`src/hdl/hie_pkg.sv`:
```
// ----------------------------------------------------------------------------
// hie_pkg: shared types, constants and functions for the Hilbert encoder
// Holds the payload widths, the per-stage carry record and the one-level
// Hilbert step used by every pipeline stage.
// ----------------------------------------------------------------------------
`default_nettype none

package hie_pkg;

   // payload widths fixed by the channel definition
   localparam int HIE_COORD_W = 32;
   localparam int HIE_KEY_W   = 64;

   // curve levels resolved in one pipeline stage
   localparam int HIE_STAGE_LEVELS = 4;

   // digit codes that drive the transform and the rotation
   localparam logic [1:0] HIE_DIGIT_LOW = 2'd0;
   localparam logic [1:0] HIE_DIGIT_TOP = 2'd3;
   localparam logic [1:0] HIE_TT_MASK   = 2'd3;

   // running transform and rotation handed from level to level
   typedef struct packed {
      logic [1:0] w;
      logic       rot;
   } hie_xform_type;

   // everything a stage passes to the next one
   typedef struct packed {
      logic [HIE_COORD_W-1:0] x;
      logic [HIE_COORD_W-1:0] y;
      logic [HIE_KEY_W-1:0]   key;
      hie_xform_type          xf;
   } hie_stage_type;

   // result of one curve level: the digit and the updated transform
   typedef struct packed {
      logic [1:0]    digit;
      hie_xform_type xf;
   } hie_level_type;

   // one level: xor with transform, rotate, Gray-decode, update transform
   function automatic hie_level_type hie_level(logic [1:0] pair, hie_xform_type xf);
      logic [1:0]    t;
      logic [1:0]    s;
      hie_level_type r;
      t = pair ^ xf.w;
      s = xf.rot ? {t[0], t[1]} : t;
      r.digit = {s[1], s[1] ^ s[0]};
      r.xf.w  = xf.w ^ ((r.digit == HIE_DIGIT_TOP) ? HIE_TT_MASK : 2'b00);
      r.xf.rot = xf.rot ^ ((r.digit == HIE_DIGIT_LOW) || (r.digit == HIE_DIGIT_TOP));
      return r;
   endfunction

endpackage

`default_nettype wire

```
`src/hdl/hie_req_if.sv`:
```
// ----------------------------------------------------------------------------
// hie_req_if: point channel into the Hilbert encoder
// Valid/ready channel carrying one two-dimensional point per transfer.
// ----------------------------------------------------------------------------
`default_nettype none

interface hie_req_if
   import hie_pkg::*;
();
   logic                   valid;
   logic                   ready;
   logic [HIE_COORD_W-1:0] coord_x;
   logic [HIE_COORD_W-1:0] coord_y;

   modport source (output valid, output coord_x, output coord_y, input ready);
   modport sink   (input valid, input coord_x, input coord_y, output ready);
endinterface

`default_nettype wire

```
`src/hdl/hie_rsp_if.sv`:
```
// ----------------------------------------------------------------------------
// hie_rsp_if: key channel out of the Hilbert encoder
// Valid/ready channel carrying one 64-bit curve index per transfer.
// ----------------------------------------------------------------------------
`default_nettype none

interface hie_rsp_if
   import hie_pkg::*;
();
   logic                 valid;
   logic                 ready;
   logic [HIE_KEY_W-1:0] curve_index;

   modport source (output valid, output curve_index, input ready);
   modport sink   (input valid, input curve_index, output ready);
endinterface

`default_nettype wire

```
`src/hdl/hie_stage.sv`:
```
// ----------------------------------------------------------------------------
// hie_stage: one pipeline stage of the Hilbert encoder
// Resolves HIE_STAGE_LEVELS curve levels and registers the carry record,
// with a valid bit and local back-pressure.
// ----------------------------------------------------------------------------
`default_nettype none

module hie_stage
   import hie_pkg::*;
#(
   parameter int LEVELS    = 32,
   parameter int STAGE_IDX = 0
) (
   input  wire logic   clock,
   input  wire logic   reset,
   input  wire logic   up_valid,
   output      logic   up_ready,
   input  wire hie_stage_type up_data,
   output      logic   dn_valid,
   input  wire logic   dn_ready,
   output hie_stage_type dn_data
);

   logic          valid_ff;
   logic          valid_in;
   hie_stage_type data_ff;
   hie_stage_type data_in;

   hie_xform_type            xf_chain  [0:HIE_STAGE_LEVELS];
   logic [HIE_KEY_W-1:0]     key_chain [0:HIE_STAGE_LEVELS];

   assign xf_chain[0]  = up_data.xf;
   assign key_chain[0] = up_data.key;

   // unroll the levels of this stage, top coordinate bit first
   for (genvar j = 0; j < HIE_STAGE_LEVELS; j++) begin : g_lvl
      localparam int LVL = LEVELS - 1 - (STAGE_IDX * HIE_STAGE_LEVELS + j);
      if (LVL >= 0) begin : g_act
         hie_level_type res;
         assign res = hie_level({up_data.x[LVL], up_data.y[LVL]}, xf_chain[j]);
         assign xf_chain[j+1]  = res.xf;
         assign key_chain[j+1] = key_chain[j]
                                 | ({{(HIE_KEY_W-2){1'b0}}, res.digit} << (2 * LVL));
      end else begin : g_pass
         assign xf_chain[j+1]  = xf_chain[j];
         assign key_chain[j+1] = key_chain[j];
      end
   end

   // take a new transfer when empty or when the held one leaves
   assign up_ready = !valid_ff || dn_ready;

   always_comb begin
      data_in     = up_data;
      data_in.xf  = xf_chain[HIE_STAGE_LEVELS];
      data_in.key = key_chain[HIE_STAGE_LEVELS];
      valid_in    = up_ready ? up_valid : valid_ff;
   end

   // advance the valid bit
   always_ff @(posedge clock) begin
      if (reset) begin
         valid_ff <= 1'b0;
      end else begin
         valid_ff <= valid_in;
      end
   end

   // capture payload on an accepted transfer, hold otherwise
   always_ff @(posedge clock) begin
      if (up_valid && up_ready) begin
         data_ff <= data_in;
      end
   end

   assign dn_valid = valid_ff;
   assign dn_data  = data_ff;

endmodule

`default_nettype wire

```
`src/hdl/hilbert_index_encode_2d.sv`:
```
// ----------------------------------------------------------------------------
// hilbert_index_encode_2d: two-dimensional Hilbert curve index encoder
// Maps a point (coord_x, coord_y) to its 64-bit Hilbert key through a
// pipeline of stages, four curve levels per stage.
//
//   channel   direction  handshake            payload
//   req_ch    in         valid / ready        coord_x[31:0], coord_y[31:0]
//   rsp_ch    out        valid / ready        curve_index[63:0]
//
// One point per cycle sustained while rsp_ch does not stall; the result is
// registered once in each four-level stage.
// Reset clears the stage valid bits only; payload registers are not reset.
// A stall on rsp_ch backs up stage by stage through the ready chain; a full
// stage holds its transfer, and bubbles are squeezed out as it drains.
// ----------------------------------------------------------------------------
`default_nettype none

module hilbert_index_encode_2d
   import hie_pkg::*;
#(
   parameter int COORD_BITS = 32
) (
   input  wire logic  clock,
   input  wire logic  reset,
   hie_req_if.sink    req_ch,
   hie_rsp_if.source  rsp_ch
);

   localparam int LEVELS     = (COORD_BITS > HIE_COORD_W) ? HIE_COORD_W :
                               ((COORD_BITS < 1) ? 1 : COORD_BITS);
   localparam int NUM_STAGES = (LEVELS + HIE_STAGE_LEVELS - 1) / HIE_STAGE_LEVELS;

   logic          stage_valid [0:NUM_STAGES];
   logic          stage_ready [0:NUM_STAGES];
   hie_stage_type stage_data  [0:NUM_STAGES];
   logic [NUM_STAGES-1:0] occ;

   // seed the first stage with a clear key and transform
   assign stage_data[0] = '{x: req_ch.coord_x, y: req_ch.coord_y, key: '0, xf: '0};

   assign stage_valid[0] = req_ch.valid;
   assign req_ch.ready   = stage_ready[0];

   for (genvar i = 0; i < NUM_STAGES; i++) begin : g_stage
      hie_stage #(
         .LEVELS    (LEVELS),
         .STAGE_IDX (i)
      ) u_stage (
         .clock    (clock),
         .reset    (reset),
         .up_valid (stage_valid[i]),
         .up_ready (stage_ready[i]),
         .up_data  (stage_data[i]),
         .dn_valid (stage_valid[i+1]),
         .dn_ready (stage_ready[i+1]),
         .dn_data  (stage_data[i+1])
      );
      assign occ[i] = stage_valid[i+1];
   end

   // drive the result channel from the last stage
   assign stage_ready[NUM_STAGES] = rsp_ch.ready;
   assign rsp_ch.valid            = stage_valid[NUM_STAGES];
   assign rsp_ch.curve_index      = stage_data[NUM_STAGES].key;

`ifndef SYNTH
   // occupancy follows transfers in and out exactly
   a_occupancy: assert property (@(posedge clock) disable iff (reset)
      1'b1 |=> ($countones(occ) == $past($countones(occ))
                + int'($past(req_ch.valid && req_ch.ready))
                - int'($past(rsp_ch.valid && rsp_ch.ready))))
      else $error("pipeline occupancy does not match transfers");

   // a full, stalled pipeline takes no new transfer
   a_full_stall: assert property (@(posedge clock) disable iff (reset)
      (&occ && !rsp_ch.ready) |-> !req_ch.ready)
      else $error("transfer accepted into a full stalled pipeline");

   // key bits above the curve order stay clear
   a_key_range: assert property (@(posedge clock) disable iff (reset)
      rsp_ch.valid |-> ((rsp_ch.curve_index >> (2 * LEVELS)) == '0))
      else $error("curve index has bits above the curve order");
`endif

endmodule

`default_nettype wire

```
`src/flat_wrapper.sv`:
```
// flat-port wrapper written by rule: the top's interface ports become plain ports
module hilbert_index_encode_2d_flat import hie_pkg::*;
#(
   parameter int COORD_BITS = 32
)
  (clock, reset, req_ch_valid, req_ch_coord_x, req_ch_coord_y, req_ch_ready, rsp_ch_valid, rsp_ch_curve_index, rsp_ch_ready);
  hie_req_if req_ch_i ();
  hie_rsp_if rsp_ch_i ();
  input  wire logic clock;
  input  wire logic reset;
  input wire logic [$bits(req_ch_i.valid)-1:0] req_ch_valid;
  input wire logic [$bits(req_ch_i.coord_x)-1:0] req_ch_coord_x;
  input wire logic [$bits(req_ch_i.coord_y)-1:0] req_ch_coord_y;
  output wire logic [$bits(req_ch_i.ready)-1:0] req_ch_ready;
  output wire logic [$bits(rsp_ch_i.valid)-1:0] rsp_ch_valid;
  output wire logic [$bits(rsp_ch_i.curve_index)-1:0] rsp_ch_curve_index;
  input wire logic [$bits(rsp_ch_i.ready)-1:0] rsp_ch_ready;
  assign req_ch_i.valid = req_ch_valid;
  assign req_ch_i.coord_x = req_ch_coord_x;
  assign req_ch_i.coord_y = req_ch_coord_y;
  assign req_ch_ready = req_ch_i.ready;
  assign rsp_ch_valid = rsp_ch_i.valid;
  assign rsp_ch_curve_index = rsp_ch_i.curve_index;
  assign rsp_ch_i.ready = rsp_ch_ready;
  hilbert_index_encode_2d #(.COORD_BITS(COORD_BITS)) u_core (.clock(clock), .reset(reset), .req_ch(req_ch_i), .rsp_ch(rsp_ch_i));
endmodule
```
`config.mk`:
```
export PLATFORM = sky130hd
export DESIGN_NAME = hilbert_index_encode_2d_flat
export DESIGN_NICKNAME = d
export VERILOG_FILES = /design/src/hdl/hie_pkg.sv /design/src/hdl/hie_req_if.sv /design/src/hdl/hie_rsp_if.sv /design/src/hdl/hie_stage.sv /design/src/hdl/hilbert_index_encode_2d.sv /design/src/flat_wrapper.sv
export SDC_FILE = /design/constraint.sdc
export NUM_CORES = 1
export LEC_CHECK = 0
export CAP_MARGIN = 40
export CELL_PAD_IN_SITES_DETAIL_PLACEMENT = 0
export CELL_PAD_IN_SITES_GLOBAL_PLACEMENT = 1
export CORE_UTILIZATION = 51
export CTS_CLUSTER_SIZE = 12
export DETAILED_ROUTE_END_ITERATION = 7
export DONT_BUFFER_PORTS = 1
export PLACE_DENSITY_LB_ADDON = 0.1
export SETUP_SLACK_MARGIN = 0.05
export SKIP_LAST_GASP = 1
export SYNTH_ARGS = -nofsm -noshare
export SYNTH_HDL_FRONTEND = slang
export SYNTH_SLANG_ARGS = --single-unit
```
`constraint.sdc`:
```
create_clock -name clock -period 11.3 [get_ports clock]
set_input_delay 0.565 -clock clock [delete_from_list [all_inputs] [get_ports clock]]
set_output_delay 0.565 -clock clock [all_outputs]
set_load 0.005 [all_outputs]
```
==> After elaboration in Yosys (flattened, before gate mapping) <==
Cells that the tools add are included.
Widths: inputs -> output; s select.
{ "totals": {"register_bits": 765, "in_bits": 68, "out_inout_bits": 66, "word_cells": 377} }
{ "classes": {"eq_ne": 31, "n_mux": 62, "bitwise_logic": 154, "n_reduce_logical": 86} }
{ "ops": {"columns": ["operator", "count"], "rows": [
  ["$mux 2", 62],
  ["$xor 2x2->2", 61],
  ["$or 64x10->64", 1],
  ["$or 64x12->64", 1],
  ["$or 64x14->64", 1],
  ["$or 64x16->64", 1],
  ["$or 64x18->64", 1],
  ["$or 64x2->64", 1],
  ["$or 64x20->64", 1],
  ["$or 64x22->64", 1],
  ["$or 64x24->64", 1],
  ["$or 64x26->64", 1],
  ["$or 64x28->64", 1],
  ["$or 64x30->64", 1],
  ["$or 64x32->64", 1],
  ["$or 64x34->64", 1],
  ["$or 64x36->64", 1],
  ["$or 64x38->64", 1],
  ["$or 64x4->64", 1],
  ["$or 64x40->64", 1],
  ["$or 64x42->64", 1],
  ["$or 64x44->64", 1],
  ["$or 64x46->64", 1],
  ["$or 64x48->64", 1],
  ["other kinds (15)", 188]
]} }

==> Longest topological paths before layout <==
Gate-level depths: netlist of run 1.
{ "logic_depth": {"word_depth": 24, "mapped_depth": 14, "ltp_nobuf": 12} }

==> Modules after synthesis <==
Synthesis of run 1 repeated with hierarchy kept, for this count alone.
{ "unflattened": {"hier_cells": 1504, "hier_area_um2": 35552.8} }
{ "by_module_without_submodules": {"columns": ["module", "n_inst", "cells_per_inst", "area_each_um2", "seq_area_each_um2"], "rows": [
  ["hie_stage at u_core.g_stage[1].u_stage ...", 7, 188, 4445.5, 3953.8],
  ["hie_stage at u_core.g_stage[0].u_stage", 1, 187, 4430.5, 3953.8],
  ["hilbert_index_encode_2d", 1, 1, 3.8, 0.0]
]} }

==> Least setup slack after synthesis of run 1 <==
Ideal clock, no wire load.
{ "synth_path": {"kind": "input to register", "startpoint": "input port rsp_ch_ready", "endpoint": "register u_core.g_stage[3].u_stage.data_ff (netlist bit u_core.g_stage[3].u_stage.dn_data[0]), enable pin", "setup_ps": 591, "arrival_time_ps": 5844, "required_time_ps": 10709, "path_slack_ps": 4865, "path_stages": 4, "n_path_buf": 0, "path_cell_list": "nor2b_1 -> and2_1 -> and3_1 -> a21boi_0"} }
{ "synth_between": {"elab_chain_len": 6} }
{ "synth_lines": {"columns": ["element", "line_no", "text"], "rows": [
  ["start: declaration", "flat_wrapper.sv:17", "input wire logic [$bits(rsp_ch_i.ready)-1:0] rsp_ch_ready;"],
  ["$logic_or 1x1->1 (5 in series)", "hie_stage.sv:51", "assign up_ready = !valid_ff || dn_ready;"],
  ["$logic_and 1x1->1", "hie_stage.sv:71", "if (up_valid && up_ready) begin"],
  ["end signal: assignment", "hie_stage.sv:72", "data_ff <= data_in;"],
  ["end: declaration", "hie_stage.sv:26", "hie_stage_type data_ff;"]
]} }
No other way between the ends.
A chain may end at the register's enable or synchronous reset.

==> results of run 1 <==
[critical path, stage by stage (launching register included)]
cell and delay [ps]:
edfxtp_1 720, clkinv_1 390, xnor2_1 250, ha_1 680, xor2_1 680, nor2_1 150
a311oi_1 280, a31oi_1 80, a311oi_1 240, a21oi_1 190, mux2_2 300, a22oi_1 250
[registers in the layout, summed over array words and instances, names as in the netlist]
| name | cells |
|---|---|
| u_core.g_stage.u_stage.dn_data | 526 |
| u_core.g_stage.u_stage.dn_valid | 8 |
[layer usage]
metal	vias to the layer above	global-route usage (%)	part of all wire [%]
met4	0	7.24	2.5
met3	74	2.96	4.2
met5	-	0	0
met1	6319	24.0	44
met2	335	30.3	49
li1	6315	-	-
[layout by cell type, fill, tap and decap left out, drive strengths merged, types with 35 or more instances in the layout]
cell type / netlist / final
mux2i: 35 / 35
clkbuf: 77 / 74
xnor2: 40 / 40
a21oi: 94 / 94
a31oi: 35 / 35
nor2: 126 / 126
nor3: 50 / 50
o21ai: 86 / 86
nor2b: 39 / 39
inv: 43 / 45
edfxtp: 526 / 526
xor2: 37 / 37
nand2: 106 / 106
[path summary, 6_finish.rpt]
| check | depth (start not counted) | slack (ps) | endpoint |
|---|---|---|---|
| setup / recovery | 11 | 6890 | u_core.g_stage[4].u_stage.dn_data[1] |
| hold / removal | 0 | 50 | u_core.g_stage[0].u_stage.dn_data[122] |
| setup reg to reg | 11 | 6890 | u_core.g_stage[4].u_stage.dn_data[1] |
| hold reg to reg | 0 | 410 | u_core.g_stage[5].u_stage.dn_data[74] |
[through the flow]
stage                     total power, mW  cell area, sq um
after detailed placement             2.69             23500
after floorplan                      2.62             22800
after global routing                 4.43             25100
final                                4.25             25100
after global placement               2.68             23200
after CTS                            4.31             25100
[synthesized netlist by cell type, drive strengths merged, types with 18 or more instances]
master | number | area, sq um
a22o | 19 | 166
a211oi | 18 | 135
nand2b | 25 | 156
nor3 | 50 | 275
a31oi | 35 | 219
nand3 | 19 | 95.1
clkbuf | 77 | 289
nor2 | 126 | 485
buf | 37 | 170
nand2 | 106 | 398
a21oi | 94 | 470
mux2i | 35 | 350
inv | 43 | 161
o21ai | 86 | 430
xor2 | 37 | 324
edfxtp | 526 | 15800
xnor2 | 40 | 358
nor2b | 39 | 244
[cells by family after synthesis]
family	count (synthesis)	share of synthesized area, %
multiplexers	49	2.28
flip-flops	534	70.0
AO/OA/AOI/OAI	420	12.6
buffers and inverters	164	2.84
adder cells (fa/ha/maj)	8	0.439
AND/OR/NAND/NOR	420	8.86
XOR/XNOR	77	2.99
[cell type report]
type / count / area share, %
well taps: 592 / 2.96
repair buffers: 18 / 1.24
diodes: 1 / 0.00998
clock inverters: 19 / 0.534
inverters: 50 / 0.749
flip-flops and latches: 534 / 63.7
clock buffers: 74 / 5.82
multi-input cells: 974 / 25.0
[power breakdown]
group          internal, mW  switching [mW]  total [mW]
Sequential             2.25          0.0454        2.29
Combinational         0.146           0.211       0.356
Clock                 0.902           0.700        1.60
[what timing repair did]
item,4_1_cts,5_1_grt
endpoints found under the hold margin,8,0
hold buffers,1,0
setup buffers,0,0
==> results.md, run 1 <==
- Outcome: complete, no violations
- IO Count: 134
- DR DRC count: 0
- Final worst slack: 6890 ps
- Reg area: 16000 sq um
- Filler cells: 3559
- Layout Skew: 32.9 ps
- Smallest hold slack: 49.9 ps
- GR Overflow Total: 0
- Inst Count DP: 2167
- Vias in the first global route: 12300
- Die Ht: 213 microns
- Mapped Cells: 1672
- Slew Limit Fails: 0
- Sink Count: 534
- Vias/cell: 5.77
- P_leak: 8.16 nW
- Power Density: 170 nW/um^2
- Core area: 44100 sq um
- Die span in x: 213 microns
- Port bufs: 0
- Slew headroom: 33.6%
- Warnings, synthesis: 0
- Post-route antenna net violation count: 0
- Max FO, Critical Path: 21
- Largest net degree at the start of global routing: 64
- Nets: 1709
- Wire length of the first global-routing pass: 65300 microns
- Final hold vios: 0
- Final setup vio count: 0
- Layout Cells excl Fill: 2262
- Hold path startpoint: req_ch_coord_x[23]
- Area growth syn-to-layout: 9.93%
- Starting Density: 51.7%
- Avg WL per Cell: 18.1 microns
- Setup TNS: 0 ps
- Crit path kind: flop to flop
- Setup crit start kind: flop
- Sequential fraction of the synthesis area: 70.0%
- Layout cell share with drive strength beyond 1: 7.97%
- Crit path from: u_core.g_stage[3].u_stage.dn_data[1]
- HP Class: input port to flop
- Row count: 77
- Root Driver: clkbuf_16
- Initial DRC count: 825
- Drt pass-1 iters: 5
- Crit path arrival time: 4820 ps
- Post-CTS Resized: 0
- Post-synth EDFFs: 526
- Slew @ Worst Pin: 996 ps
- Max H-tree Level: 2
- #FFs+latches synth: 534
- Library cells used by synthesis: 72
- Initial antenna violation count: 1
- Pre-CTS WS: 7000 ps
- Crit path capture type: flop
- Final Core Density: 56.8%
- Max Root-Sink Buffers: 3
- Syn avg cell area: 13.6 sq um
- Total CTS buffers: 55
- Fin crit share: 39.0%
- Launch point of the worst reg-to-reg path: u_core.g_stage[3].u_stage.dn_data[1]
- Tmin final: 4410 ps
- Worst Path Required: 11710 ps
- Share of flip-flops with an asynchronous set or reset: 0%
- Max frequency: 227 MHz
- Top FF cell, synth: edfxtp_1
- RSZ-0062 raised after global routing: false
- Syn Std Cell Area: 22800 sq um
- GPL Wtd Cong: 0.843
- Total Routing Usage GR: 18.2%
- Max Cap Viol: 0
- Die area: 45600 sq um
- Area occupied by multi-input gates: 6280 sq um
- Maximum vdd drop: 0.139 mV
- DR vias: 13000
- TritonCTS clock tree: done
- Syn Nets: 1748
- Aggregate routed wire length: 41000 microns
- Worst-path clk slew: 60 ps
- Skew-Pair Late Insertion Delay: 610 ps
- Detail Placement HPWL: 26200 microns
(Power assumes the default switching activity.)
==> run 2, diff against run 1 <==
CORE_UTILIZATION = 48   (was 51)
clock period = 3.6 ns   (was 11.3 ns; I/O delays follow)
==> results.md, run 2 (synthesis results as in run 1) <==
- Avg WL per Cell: 18.1 microns (about the same)
- Sink Count: 534 (unchanged)
- HP Class: input port to flop
- Vias/cell: 5.62 (-2.6%)
- Post-route antenna net violation count: 0 (unchanged)
- Port bufs: 0 (unchanged)
- Skew-Pair Late Insertion Delay: 590 ps (-20 ps)
- Final hold vios: 0 (unchanged)
- Fin crit share: 93.0% (+54 points)
- Max Cap Viol: 0 (unchanged)
- Tmin final: 3350 ps (-1060 ps)
- IO Count: 134 (unchanged)
- Final instance area: 26000 sq um (+3.8%)
- DR vias: 13300 (+2.3%)
- Max FO, Critical Path: 6 (-71%)
- Initial DRC count: 989 (+20%)
- RSZ-0062 raised after global routing: false
- Worst-path clk slew: 60 ps (about the same)
- Pre-CTS WS: 73.6 ps (-6920 ps)
- Vias in the first global route: 12900 (+4.1%)
- Max H-tree Level: 2 (unchanged)
- Layout cell share with drive strength beyond 1: 9.84% (+1.9 points)
- GR Overflow Total: 0 (unchanged)
- Area growth syn-to-layout: 14.2%
- Failing checks: DRC
- Slew Limit Fails: 0 (unchanged)
- Crit path kind: flop to flop
- Worst Path Required: 3990 ps (-7720 ps)
- Root Driver: clkbuf_16
- Smallest hold slack: 27.6 ps (-22.3 ps)
- Layout Cells excl Fill: 2375 (+5.0%)
- Slew headroom: 44.1% (+11 points)
- Core area: 46700 sq um (+5.7%)
- Filler cells: 3760 (+5.6%)
- Area occupied by multi-input gates: 6300 sq um (+0.36%)
- Drt pass-1 iters: 7 (+2)
- GPL Wtd Cong: 0.864 (+2.5%)
- Most frequent cells in the layout: edfxtp_1, nor2_1, nand2_1
- Die Ht: 220 microns (+3.0%)
- Maximum vdd drop: 0.388 mV (+180%)
- Largest net degree at the start of global routing: 67 (+4.7%)
- Row count: 79 (+2.6%)
- Die area: 48400 sq um (+6.2%)
- Crit path capture type: flop
- Nets: 1812 (+6.0%)
- Starting Density: 48.9% (-2.8 points)
- Total Routing Usage GR: 17.8% (-0.43 points)
- Final worst slack: 251 ps (-6640 ps)
- Die span in x: 220 microns (+3.0%)
- Outcome: finished, violations left
- Final setup vio count: 0 (unchanged)
- Inst Count DP: 2215 (+2.2%)
- Setup crit start kind: flop
- DR DRC count: 11 (+11)
- Detail Placement HPWL: 27100 microns (+3.2%)
- P_leak: 8.61 nW (+5.6%)
- Total CTS buffers: 55 (unchanged)
- Crit path arrival time: 3740 ps (-1080 ps)
- Power Density: 525 nW/um^2 (+210%)
- Number of diodes: 0 (-1)
- Layout Skew: 14.9 ps (-18.0 ps)
- Max Root-Sink Buffers: 3 (unchanged)
- Reg area: 16000 sq um (unchanged)
- Commonest non-fill, non-tap cell in the layout: edfxtp_1
- Max FFs per register: 526 (unchanged)
- Wire length of the first global-routing pass: 67900 microns (+3.9%)
- Max frequency: 299 MHz (+32%)
- TritonCTS clock tree: done
- Final Core Density: 55.8% (-1.0 points)
- Post-placement cell area: 23700 sq um (+0.83%)
- Aggregate routed wire length: 43100 microns (+4.9%)
- Slew @ Worst Pin: 838 ps (-158 ps)
- Initial antenna violation count: 0 (-1)
-- run 2: changes by cell type in the layout (fill, tap and decap cells not counted), moves of 3 or more --
cell and change:
buf_12 +7, buf_4 +35, clkbuf_1 -3, clkinv_1 -5
dlygate4sd3_1 +69, buf_16 -8
-- run 2: area by class of cell --
cell class                 instances  share of cell area (%)
clock buffer                      74                    5.80
timing repair buffer             121                    4.55
multi-input combinational        974                    24.2
inverter                          50                   0.735
clock inverter                    15                   0.495
tap                              607                    2.92
sequential                       534                    61.3
-- run 2: what timing repair did --
action,CTS,global route
setup buffers,0,1
setup endpoints to repair,0,8
hold endpoints to repair,74,0
hold buffers,70,0
resized for setup,0,5
-- run 2: worst paths after layout --
check / from / end / cells after the start / slack, ps
worst max-delay path: u_core.g_stage[0].u_stage.dn_data[0] / u_core.g_stage[1].u_stage.dn_data[1] / 11 / 250
worst min-delay path: req_ch_coord_x[28] / u_core.g_stage[0].u_stage.dn_data[1] / 2 / 30
worst max register to register: u_core.g_stage[0].u_stage.dn_data[0] / u_core.g_stage[1].u_stage.dn_data[1] / 11 / 250
worst min register to register: u_core.g_stage[2].u_stage.dn_data[82] / u_core.g_stage[3].u_stage.dn_data[82] / 0 / 400
-- run 2: where the power goes --
part | internal, mW | leakage, nW | total (mW) | switching [mW]
registers | 7.06 | 4.90 | 7.17 | 0.115
clock network | 3.05 | 0.804 | 5.22 | 2.17
logic | 0.548 | 2.91 | 1.27 | 0.727
-- run 2: per-stage QoR --
stage	TNS [ps]	power (mW)
2_1_floorplan	-197700	8.21
4_1_cts	0	13.8
3_3_place_gp	0	8.48
5_1_grt	0	14.2
3_5_place_dp	0	8.49
6_report	0	13.7
-- run 2: layer usage --
metal	routed length (microns)	global-route usage (%)	part of all wire, %
met5	0	0	0
met4	930	5.72	2.2
met3	1970	3.27	4.6
met2	21400	30.1	50
met1	18800	23.1	44
-- run 2: critical path: stages (launching register included) --
cell and delay, ps:
edfxtp_1 460, and2_1 250, a21oi_1 180, xor2_1 180, ha_1 240, clkinvlp_4 170, mux4_2 460, a211o_1 290
a221oi_2 250, a31oi_1 140, and3_1 260, nor3_2 280
==> run 3, diff against run 2 <==
CORE_UTILIZATION = 51   (was 48)
RECOVER_POWER = 25   (was not set)
clock period = 4.1 ns   (was 3.6 ns; I/O delays follow)
==> results.md, run 3 (synthesis results as in run 1) <==
- Outcome: complete, no violations
- Starting Density: 51.7% (+2.8 points)
- Slew @ Worst Pin: 870 ps (+32.2 ps)
- Tmin final: 3570 ps (+218 ps)
- HP Class: input port to flop
- Launch point of the worst reg-to-reg path: u_core.g_stage[4].u_stage.dn_data[0]
- Final instance area: 25900 sq um (-0.42%)
- Filler cells: 3506 (-6.8%)
- Max Root-Sink Buffers: 3 (unchanged)
- Avg WL per Cell: 17.6 microns (-3.0%)
- Psw: 2.63 mW (-13%)
- DR DRC count: 0 (-11)
- Max Cap Viol: 0 (unchanged)
- Hold Path Depth: 3 (+1)
- Worst-path clk slew: 60 ps (about the same)
- Skew-Pair Late Insertion Delay: 590 ps (about the same)
- Max FFs per register: 526 (unchanged)
- Crit-path leading delay family: compound AO/OA/AOI/OAI gates
- Clock power share: 38.6% (+0.4 points)
- Crit path kind: flop to flop
- GR Overflow Total: 0 (unchanged)
- Worst Path Required: 4520 ps (+530 ps)
- Flop2flop setup slack: 530 ps (+280 ps)
- Wire length of the first global-routing pass: 66000 microns (-2.7%)
- Nets: 1803 (-0.50%)
- Max FO, Critical Path: 21 (+15)
- Sequential share of power: 52.4% (about the same)
- Largest net degree at the start of global routing: 63 (-6.0%)
- Number of diodes: 0 (unchanged)
- Sink Count: 534 (unchanged)
- TritonCTS clock tree: done
- Detail Placement HPWL: 25800 microns (-4.8%)
- Post-placement cell area: 23500 sq um (-0.57%)
- IO Count: 134 (unchanged)
- Die Ht: 213 microns (-3.0%)
- Setup crit start kind: flop
- Port bufs: 0 (unchanged)
- Total CTS buffers: 55 (unchanged)
- Post-route antenna net violation count: 0 (unchanged)
- DR vias: 13400 (+0.11%)
- Max frequency: 280 MHz (-6.1%)
- Int Power: 9.41 mW (-12%)
- Sw frac: 21.8% (-0.23 points)
- Die area: 45600 sq um (-5.8%)
- Final setup vio count: 0 (unchanged)
- Layout cell share with drive strength beyond 1: 9.24% (-0.60 points)
- Total Routing Usage GR: 18.2% (+0.45 points)
- RSZ-0062 raised after global routing: false
- Root Driver: clkbuf_16
- Crit path from: u_core.g_stage[4].u_stage.dn_data[0]
- Final hold vios: 0 (unchanged)
- Layout Cells excl Fill: 2356 (-0.80%)
- Die span in x: 213 microns (-3.0%)
- P_leak: 8.56 nW (-0.58%)
- Endpoint, Worst Hold: u_core.g_stage[0].u_stage.dn_data[60]
- GPL Wtd Cong: 0.871 (+0.83%)
- Largest stage delay, worst path: 570 ps (+110 ps)
- Crit path arrival time: 3990 ps (+250 ps)
- Crit path capture type: flop
- Combinational power share: 9.0% (-0.3 points)
- Maximum vdd drop: 0.366 mV (-5.8%)
- Initial DRC count: 896 (-9.4%)
- Aggregate routed wire length: 41400 microns (-3.8%)
- Initial antenna violation count: 0 (unchanged)
- Critical-path cell list: nor2b_1 > a21oi_1 > xnor2_1 > ha_2 > xor2_1 > nor2_1 > a311oi_1 > a31oi_1 > a311oi_1 > a21oi_1 > mux2_2 > a22oi_1
- Fin crit share: 87.0% (-6.0 points)
- Vias/cell: 5.67 (+0.92%)
- Hold path startpoint: req_ch_coord_y[28]
- Inst Count DP: 2192 (-1.0%)
- CP bufs+invs: 0 (-1)
- Core area: 44100 sq um (-5.4%)
- Row count: 77 (-2.5%)
- Power Density: 464 nW/um^2 (-12%)
- Drt pass-1 iters: 5 (-2)
- R2R Path End: u_core.g_stage[5].u_stage.dn_data[1]
- Area growth syn-to-layout: 13.7%
- Slew Limit Fails: 0 (unchanged)
- R2R depth: 12 (+1)
- Most frequent cells in the layout: edfxtp_1, nor2_1, nand2_1
- Max H-tree Level: 2 (unchanged)
- Layout Skew: 22.9 ps (+7.99 ps)
- Vias in the first global route: 12700 (-1.1%)
- Slew headroom: 42.0% (-2.1 points)
- Commonest non-fill, non-tap cell in the layout: edfxtp_1
- Worst path slowest cell: nor2b_1
[run 3: cell count changes in the layout (fill, tap and decap cells not counted), moves of 4 or more]
cell | previous run | this run
buf_12 | 8 | 2
clkbuf_1 | 15 | 20
buf_4 | 43 | 39
clkinv_2 | 7 | 3
[run 3: layout make-up]
cell class                      instances  area (sq um)  share of cell area (%)
Clock buffer                           79          1520                    5.86
Clock inverter                         15           174                   0.671
Inverter                               50           188                   0.724
Tap cell                              592           741                    2.86
Timing Repair Buffer                  112          1060                    4.09
Sequential cell                       534         16000                    61.6
Multi-Input combinational cell        974          6280                    24.2
[run 3: worst max path at each step]
stage / to / cells after the start
floorplan: u_core.g_stage[3].u_stage.dn_data[0] / 4
global placement: u_core.g_stage[3].u_stage.dn_data[0] / 10
detailed placement: u_core.g_stage[5].u_stage.dn_data[0] / 10
CTS: u_core.g_stage[5].u_stage.dn_data[0] / 10
global route: u_core.g_stage[3].u_stage.dn_data[1] / 12
finish: u_core.g_stage[5].u_stage.dn_data[1] / 12
[run 3: tightest hold or removal path, cell delays in order]
cell	delay (ps)
nor2_1	80
a2111oi_0	60
o21ai_1	140
[run 3: repair_timing]
action | CTS | global route
hold buffers | 70 | 0
hold endpoints to repair | 82 | 0
gates resized for setup | 0 | 2
endpoints found under the setup margin | 0 | 3
setup buffers | 0 | 0
[run 3: metrics by stage]
stage	hold slack, ps	total power [mW]	TNS (ps)	util [%]	setup WS, ps
6_report	41.6	12.0	0	58.7	533
3_3_place_gp	277	7.43	0	53.2	524
5_1_grt	38.4	12.5	0	58.7	218
3_5_place_dp	277	7.44	0	53.3	373
4_1_cts	5.99	12.2	0	58.7	363
2_1_floorplan	304	7.21	-54550	-	-425
[run 3: power by group through the flow]
stage	combinational, mW	sequential [mW]	clock (mW)
finish	1.09	6.30	4.64
global placement	1.01	6.41	0
global route	1.21	6.32	5.00
CTS	1.08	6.31	4.80
detailed placement	1.02	6.42	0
floorplan	0.851	6.35	0
[run 3: routing by layer]
metal / global-route usage (%) / share of wire [%] / up-vias
met2: 31.0 / 50 / 342
met1: 23.9 / 43 / 6458
li1: - / - / 6504
met4: 6.23 / 2.1 / 0
met5: 0 / 0 / -
met3: 2.90 / 4.2 / 55
